==> src/hw/rtl/mss_pkg.sv <==
package mss_pkg;

    localparam int MAX_DIM     = 64;
    localparam int VALUE_WIDTH = 8;
    localparam int CFG_W       = 7;
    localparam int CFG_IDX_W   = 2;
    localparam int DIM_W       = $clog2(MAX_DIM);
    localparam int CNT_W       = $clog2(MAX_DIM + 1);
    localparam int ADDR_W      = 2 * DIM_W;
    localparam int DEPTH       = MAX_DIM * MAX_DIM;
    localparam int PFX_W       = VALUE_WIDTH + 2 * DIM_W;
    localparam int ACC_W       = PFX_W + 2;
    localparam int SUM_OUT_W   = 19;

    typedef logic [CFG_IDX_W-1:0] cfg_idx_t;

    localparam cfg_idx_t REG_ROW_COUNT = cfg_idx_t'(0);
    localparam cfg_idx_t REG_COL_COUNT = cfg_idx_t'(1);

    typedef logic signed [ACC_W-1:0] acc_t;
    typedef logic signed [PFX_W-1:0] pfx_t;

    typedef struct packed {
        acc_t a;
        acc_t b;
        logic sub;
    } alu_req_t;

    function automatic logic [CNT_W-1:0] eff_dim(input logic [CFG_W-1:0] v);
        logic [CNT_W-1:0] d;
        if (v == '0)
            d = CNT_W'(1);
        else if (int'(v) > MAX_DIM)
            d = CNT_W'(MAX_DIM);
        else
            d = CNT_W'(v);
        return d;
    endfunction

    function automatic acc_t ext_value(input logic [VALUE_WIDTH-1:0] v);
        return acc_t'({{(ACC_W - VALUE_WIDTH){v[VALUE_WIDTH-1]}}, v});
    endfunction

    function automatic acc_t ext_pfx(input pfx_t v);
        return acc_t'({{(ACC_W - PFX_W){v[PFX_W-1]}}, v});
    endfunction

endpackage

==> src/hw/rtl/mss_alu.sv <==
module mss_alu (
    input  mss_pkg::alu_req_t req,
    input  mss_pkg::acc_t     cmp_val,
    output mss_pkg::acc_t     res,
    output logic              gt
);
    import mss_pkg::*;

    assign res = req.sub ? (req.a - req.b) : (req.a + req.b);
    assign gt  = (res > cmp_val);

endmodule

==> config.mk <==
export PLATFORM = sky130hd
export DESIGN_NAME = mss_alu
export DESIGN_NICKNAME = d
export VERILOG_FILES = /design/src/hw/rtl/mss_pkg.sv /design/src/hw/rtl/mss_alu.sv
export SDC_FILE = /design/constraint.sdc
export NUM_CORES = 1
export LEC_CHECK = 0
export ABC_AREA = 0
export BUFFER_PORTS_ARGS = -buffer_cell sky130_fd_sc_hd__buf_2
export CAP_MARGIN = 20
export CORE_UTILIZATION = 35
export DETAILED_ROUTE_END_ITERATION = 12
export PLACE_DENSITY = 0.66
export SYNTH_ARGS = -nofsm -noshare
export SYNTH_HDL_FRONTEND = slang
export SYNTH_SLANG_ARGS = --single-unit
==> constraint.sdc <==
create_clock -name vclk -period 10.53
set_input_delay 0.5265 -clock vclk [all_inputs]
set_output_delay 0.5265 -clock vclk [all_outputs]
set_load 0.02 [all_outputs]
==> results.toml, run 1 <==
[outcome]
outcome = "complete, no violations"

[placement]
io_buffers = 90
dpl_worst_slack_ps = 4700
gp_congestion = 0.861
hpwl_um = 4910

[synthesis]
synth.yosys.seq_area_share_pct = 0
synth_largest_area_cell = "ha_1"
syn-num-nets = 409
netlist.area_leader.share_pct = 25.9
ys_types = 49
netlist_instances = 297
synthTopCellsByArea = "ha_1 (26%), xnor2_1 (12%), a21oi_1 (6.8%)"
syn_area_sq_um = 2120
synth_warnings = 0
avgSynthCellArea_sq_um = 7.15

[timing]
fin_crit_sh_pct = 55.1
slew_headroom_pct = 49.5
drv_slew = 0
setup_violations = 0
period_minus_slack_ps = 5800
fmax_mhz = 172
hold_violations = 0
worstMarginPinSlew_ps = 739
finalSetupTns_ps = 0
grt_setup_unrepaired = "no"
setup_ws_ps = 4730

[layout]
num_antenna_cells = 0
mostFrequentLayoutCell = "buf_2"
final_nets = 495
layout_common_cells = "buf_2 (90), ha_1 (44), inv_1 (35)"
seq_cells = 0
clkbuf_count = 0
seq_area_sq_um = 0
syn_to_final_growth_pct = 24.5
fillers = 625
utilization_pct = 44.9
drive_gt1_share_pct = 26.0

[global_route]
antenna_found_initial = 0
overflow = 0
grt_usage_pct = 16.9
first_global_vias = 2076
grt_max_degree = 22
grt_pass1_wl_um = 8980

[route]
routed_via_density = 4.95
via_count = 2259
drt_wl_total_um = 5350
firstDrtPassIters = 4
drtIter0Drc = 54
antenna_left = 0
drcViolationCount = 0
wl_per_cell_um = 11.7

[flow_run]
max_cap_viol_count = 0

[worst_setup_path]
path_buf_inv = 2
cpMaxStageDelayCell = "a2111oi_0"
critPathRequiredTime_ps = 10000
crit_chain = "buf_2 > nor2_1 > nor4b_1 > and4bb_2 > a21oi_1 > xnor2_1 > ha_1 > a21oi_1 > o21ai_0 > a221oi_1 > o21ai_0 > mux2i_1 > a2111oi_0 > ha_1 > a21o_1 > a21oi_1 > o221ai_1 > a21oi_1 > xor2_1 > o21a_1 > buf_2"
arrival_ps = 5280
worstSetupPathType = "in -> out"
crit_path_start_kind = "input pin"
cp_top_family = "compound AO/OA/AOI/OAI gates"
slowest_delay_ps = 600
end_kind = "output port"
cp_max_fo = 6
path_common_cell = "a21oi_1"

[floorplanning]
ioPinCount = 90
die_y_um = 79.9
die_area_sq_um = 6380
start_util_pct = 36.1
core_region_area_sq_um = 5890
num_rows = 28
die_w_um = 79.9

[worst_hold_path]
hold_path_class = "in -> out"
worstHoldStart = "req[1]"
holdPathStages = 4
worstHoldEndpoint = "res[0]"

[clocking]
postCtsSetupBuffers = 0
cts_resized = 0
cts_hold_buf = 0

[power_and_ir_drop]
ir_drop_mv = 0.0449
leakage_nw = 1.43
powerDensity_nw_per_um2 = 108
-- synth_stat cells, types with 2 or more instances --
cell type / n
nor3_1: 6
ha_1: 44
o41ai_1: 2
xnor2_1: 29
xor2_1: 8
a221oi_1: 2
a31oi_1: 5
a2111oi_0: 2
nand2_1: 14
nor2b_1: 5
and3b_1: 3
nand3_1: 5
o31a_1: 2
nand2b_1: 2
o21ai_0: 11
a21o_1: 18
inv_1: 35
clkbuf_1: 5
nor3b_1: 2
a21oi_1: 29
o21a_1: 4
nand4_1: 7
nor2_1: 31
-- metal layers --
metal | wire length, um | share of wire (%) | vias up | track usage, %
met1 | 2730 | 51 | 983 | 24.0
met2 | 2440 | 46 | 42 | 29.7
met5 | 0 | 0 | - | 0
met3 | 172 | 3.2 | 0 | 0.457
met4 | 0 | 0 | 0 | 0.357
li1 | - | - | 1234 | -
-- cell type report --
type / count / area [sq um] / area share (%)
inverter: 35 / 131 / 4.97
multi-input combinational: 256 / 1970 / 74.4
tap: 75 / 93.8 / 3.55
timing repair buffer: 90 / 450 / 17.0
-- report_power, final --
part | total [mW] | leakage (nW) | switching, mW | internal (mW)
sequential | 0 | 0 | 0 | 0
clock | 0 | 0 | 0 | 0
combinational | 0.284 | 1.43 | 0.165 | 0.119
total | 0.284 | 1.43 | 0.165 | 0.119
-- how the worst max path moves through the flow --
stage               slack, ps    from  depth (start not counted)  end
floorplan                4600  req[4]                         20   gt
finish                   4730  req[4]                         21   gt
global route             4170  req[4]                         21   gt
global placement         4770  req[4]                         21   gt
CTS                      4680  req[4]                         21   gt
detailed placement       4700  req[4]                         21   gt
-- through the flow --
stage	hold WS, ps	cells	power, mW	cell area (sq um)
after global routing	1600	456	0.317	2640
after detailed placement	1560	456	0.286	2640
final	1560	456	0.284	2640
after CTS	1560	456	0.287	2640
after floorplan	1270	297	0.206	2120
after global placement	1550	456	0.282	2640
-- kinds of logic (layout without fill, tap and decap cells) --
| group | after synthesis | after routing | share of synthesized area, % |
|---|---|---|---|
| AO/OA/AOI/OAI | 86 | 86 | 28.8 |
| AND/OR/NAND/NOR | 86 | 86 | 20.7 |
| adder cells (fa/ha/maj) | 45 | 45 | 26.9 |
| buffers and inverters | 41 | 125 | 7.31 |
| XOR/XNOR | 37 | 37 | 15.3 |
| multiplexers | 2 | 2 | 1.00 |
Power figures use the tool's default switching activity.
==> run 2, diff against run 1 <==
--- a/config.mk
+++ b/config.mk
@@ -5,12 +5,12 @@
 export SDC_FILE = /design/constraint.sdc
 export NUM_CORES = 1
 export LEC_CHECK = 0
-export ABC_AREA = 0
+export ABC_AREA = 1
 export BUFFER_PORTS_ARGS = -buffer_cell sky130_fd_sc_hd__buf_2
 export CAP_MARGIN = 20
 export CORE_UTILIZATION = 35
 export DETAILED_ROUTE_END_ITERATION = 12
-export PLACE_DENSITY = 0.66
+export PLACE_DENSITY = 0.63
 export SYNTH_ARGS = -nofsm -noshare
 export SYNTH_HDL_FRONTEND = slang
 export SYNTH_SLANG_ARGS = --single-unit
==> constraint.sdc (replaced) <==
create_clock -name vclk -period 5.79
set_input_delay 0.2895 -clock vclk [all_inputs]
set_output_delay 0.2895 -clock vclk [all_outputs]
set_load 0.02 [all_outputs]
==> results.toml, run 2 <==
[outcome]
outcome = "complete, no violations"

[route]
antenna_left = 0
wl_per_cell_um = 11.2
drt_wl_total_um = 7740
drcViolationCount = 0
routed_via_density = 4.76
via_count = 3272
drtIter0Drc = 106
firstDrtPassIters = 4

[power_and_ir_drop]
p_int_mw = 0.192
comb_power_share_pct = 100.0
powerDensity_nw_per_um2 = 161
leakage_nw = 1.97
switching_share_pct = 63.8
ir_drop_mv = 0.0402
seqPwrFrac_pct = 0
pwr-share-clk_pct = 0
p_switching_mw = 0.338

[layout]
drive_gt1_share_pct = 22.4
layout_common_cells = "nand2_1 (146), inv_1 (93), buf_2 (90)"
fillers = 874
utilization_pct = 44.6
seq_area_sq_um = 0
stdcell_count = 688
clkbuf_count = 0
num_antenna_cells = 0
syn_to_final_growth_pct = 20.8
mostFrequentLayoutCell = "nand2_1"
final_nets = 703
seq_cells = 0

[clocking]
cts_hold_buf = 0
cts_resized = 0
postCtsSetupBuffers = 0

[timing]
grt_setup_unrepaired = "no"
fin_crit_sh_pct = 73.5
finalSetupTns_ps = 0
drv_slew = 0
slew_headroom_pct = 70.2
setup_violations = 0
fmax_mhz = 235
setup_ws_ps = 1530
whs_ps = 1060
period_minus_slack_ps = 4260
hold_violations = 0
worstMarginPinSlew_ps = 442

[placement]
dp.cells = 688
dpl_worst_slack_ps = 1540
hpwl_um = 7060
io_buffers = 90
gp_congestion = 0.955

[floorplanning]
start_util_pct = 36.9
die_area_sq_um = 8130
core_region_area_sq_um = 7370
die_y_um = 90.2
die_w_um = 90.2
num_rows = 31
ioPinCount = 90

[synthesis]
netlist_instances = 501
avgSynthCellArea_sq_um = 5.43
synth_largest_area_cell = "ha_1"
netlist.area_leader.share_pct = 20.2
synthTopCellsByArea = "ha_1 (20%), nand2_1 (20%), inv_1 (13%)"
synth_warnings = 0
ys_types = 31
synth.yosys.seq_area_share_pct = 0
synth_common_cells = "nand2_1 (146), inv_1 (93), nor2_1 (57), ha_1 (44), nand3_1 (31)"
syn_area_sq_um = 2720
synth.most_common_cell = "nand2_1"
syn-num-nets = 613

[global_route]
grt_max_degree = 16
first_global_vias = 3067
overflow = 0
grt_usage_pct = 19.2
grt_pass1_wl_um = 13400
antenna_found_initial = 0

[worst_setup_path]
arrival_ps = 3970
startpoint = "req[1]"
worstSetupPathType = "in -> out"
crit_end = "gt"
crit_path_start_kind = "input pin"
critPathRequiredTime_ps = 5500
end_kind = "output port"
cp_max_fo = 6

[worst_hold_path]
hold_path_class = "in -> out"

[flow_run]
max_cap_viol_count = 0
-- run 2: cell count changes after synthesis, moves of 12 or more --
| cell | change |
|---|---|
| inv_1 | +58 |
| nand3_1 | +26 |
| a21o_1 | -16 |
| nor2_2 | +12 |
| nand2_1 | +132 |
| xnor2_1 | -19 |
| nor2_1 | +26 |
-- run 2: worst min-delay path by stage --
stage | start | to | slack (ps) | cells after the start
after global routing | req[1] | res[0] | 1110 | 4
final | req[1] | res[0] | 1060 | 4
after floorplan | req[1] | res[0] | 800 | 2
after CTS | req[1] | res[0] | 1060 | 4
after global placement | req[1] | res[0] | 1070 | 4
after detailed placement | req[1] | res[0] | 1060 | 4
-- run 2: logic make-up (layout without fill, tap and decap cells) --
kind of cell	after synthesis	count (layout)	share of synthesized area [%]
XOR/XNOR	29	29	9.34
buffers and inverters	100	188	13.8
adder cells (fa/ha/maj)	45	45	21.0
AO/OA/AOI/OAI	49	49	10.4
AND/OR/NAND/NOR	278	278	45.4
-- run 2: cell type report --
cell class | instances | area (sq um) | area share (%)
repair buffers | 90 | 450 | 13.7
well taps | 99 | 124 | 3.77
multi-input cells | 401 | 2340 | 71.3
inverters | 98 | 368 | 11.2
-- run 2: routing by layer --
layer	global-route usage (%)	vias to the layer above	share of wire, %
met5	0	-	0
met4	2.69	0	1.8
met3	0.592	14	4.9
met2	35.1	99	45
met1	25.5	1406	48
li1	-	1753	-
-- run 2: through the flow --
step,power (mW),cell area (sq um)
CTS,0.533,3290
floorplan,0.380,2720
detailed placement,0.532,3290
finish,0.529,3290
global route,0.604,3290
global placement,0.525,3290
-- run 2: worst max-delay path, cell delays in order --
cell	delay, ps
buf_2	110
inv_1	70
ha_1	180
nand3_1	160
nor3_1	220
nand2_1	110
xnor2_1	130
nand2_1	50
o21ai_0	90
ha_1	410
nand2_1	140
nor2_1	160
and2_1	180
nand2_1	60
nor2_1	100
nor2_1	50
nand2_1	50
nand2_1	80
ha_1	340
nand2_1	80
nor2_1	140
nand2_1	80
nor2_1	140
nand2_1	90
nand4_1	90
nand2_1	50
nor2_1	110
buf_2	180
-- run 2: power by group through the flow --
stage	combinational, mW	sequential, mW	clock [mW]
after floorplan	0.380	0	0
after global routing	0.604	0	0
after global placement	0.525	0	0
after CTS	0.533	0	0
after detailed placement	0.532	0	0
final	0.529	0	0
==> run 3, diff against run 2 <==
==> constraint.sdc (replaced) <==
create_clock -name vclk -period 4.1
set_input_delay 0.205 -clock vclk [all_inputs]
set_output_delay 0.205 -clock vclk [all_outputs]
set_load 0.02 [all_outputs]
==> results.toml, run 3 (same netlist as run 2, synthesis figures left out) <==
[outcome]
outcome = "complete, no violations"

[power_and_ir_drop]
ir_drop_mv = 0.0578
p_total_mw = 0.791
powerDensity_nw_per_um2 = 228
leakage_nw = 2.00

[floorplanning]
core_region_area_sq_um = 7370
start_util_pct = 36.9
num_rows = 31
die_area_sq_um = 8130
die_w_um = 90.2
die_y_um = 90.2
ioPinCount = 90

[layout]
seq_area_sq_um = 0
final_nets = 707
layout_common_cells = "nand2_1 (143), inv_1 (91), buf_2 (89)"
clkbuf_count = 0
mostFrequentLayoutCell = "nand2_1"
syn_to_final_growth_pct = 27.7
utilization_pct = 47.1
seq_cells = 0
num_antenna_cells = 0
fillers = 851
final_area_sq_um = 3470
drive_gt1_share_pct = 27.7

[route]
via_count = 3268
drtIter0Drc = 100
routed_via_density = 4.72
wl_per_cell_um = 11.5
drt_wl_total_um = 7950
firstDrtPassIters = 4
antenna_left = 0
drcViolationCount = 0

[timing]
setup_violations = 0
drv_slew = 0
slew_headroom_pct = 68.8
period_minus_slack_ps = 3830
setup_ws_ps = 271
fin_crit_sh_pct = 93.4
finalSetupTns_ps = 0
hold_violations = 0
worstMarginPinSlew_ps = 462
fmax_mhz = 261
grt_setup_unrepaired = "no"

[global_route]
grt_max_degree = 16
grt_pass1_wl_um = 13100
grt_usage_pct = 19.0
first_global_vias = 3050
overflow = 0
antenna_found_initial = 0

[placement]
io_buffers = 90
dpl_worst_slack_ps = 72.6
gp_congestion = 0.922
placedInstanceArea_sq_um = 3300
hpwl_um = 7170

[worst_hold_path]
hold_path_class = "in -> out"

[worst_setup_path]
end_kind = "output port"
slowest_delay_ps = 390
cpMaxStageDelayCell = "ha_1"
arrival_ps = 3620
crit_path_start_kind = "input pin"
cp_max_fo = 5
path_common_cell = "nand2_1"
critPathRequiredTime_ps = 3890
worstSetupPathType = "in -> out"

[flow_run]
max_cap_viol_count = 0

[clocking]
cts_hold_buf = 0
run 3: changes by cell type in the layout (fill, tap and decap cells not counted), moves of 4 or more:
cell,before,now
ha_2,0,5
nand3_1,31,27
ha_1,44,37
nor2_4,0,4
buf_4,0,5
nor2_1,57,51
run 3: worst paths after layout:
| path | startpoint | endpoint | depth (start not counted) |
|---|---|---|---|
| max | req[1] | gt | 28 |
| min | req[1] | res[0] | 4 |
run 3: metal layers:
layer	routed length, um	part of all wire, %	track usage [%]	vias to the layer above
li1	-	-	-	1752
met1	3830	48	25.3	1408
met2	3560	45	33.7	94
met3	370	4.7	1.27	14
met4	194	2.4	3.76	0
met5	0	0	0	-
run 3: report_power, final:
group          switching, mW  internal (mW)
clock network              0              0
logic                  0.500          0.291
registers                  0              0
total                  0.500          0.291
run 3: cell type report:
class	count	area (sq um)	area share [%]
inverter	98	368	10.6
multi-input combinational	401	2500	71.9
tap	99	124	3.57
timing repair buffer	94	483	13.9
run 3: through the flow:
| step | std cells | hold slack [ps] |
|---|---|---|
| final | 692 | 915 |
| after detailed placement | 690 | 900 |
| after global placement | 690 | 901 |
| after floorplan | 501 | 629 |
| after global routing | 692 | 936 |
| after CTS | 690 | 908 |
run 3: what timing repair did:
item | CTS | global route
endpoints found under the setup margin | 0 | 1
setup buffers | 0 | 2
resized for setup | 0 | 40
endpoints found under the hold margin | 0 | 0
run 3: critical path, delay by kind of cell:
family | cells | cell delay, ps
and+or+nand+nor | 17 | 1540
xor gates and xnor gates | 1 | 130
buffers and inverters | 4 | 530
adders and majority gates | 3 | 850
AOI/OAI and AO/OA | 3 | 340
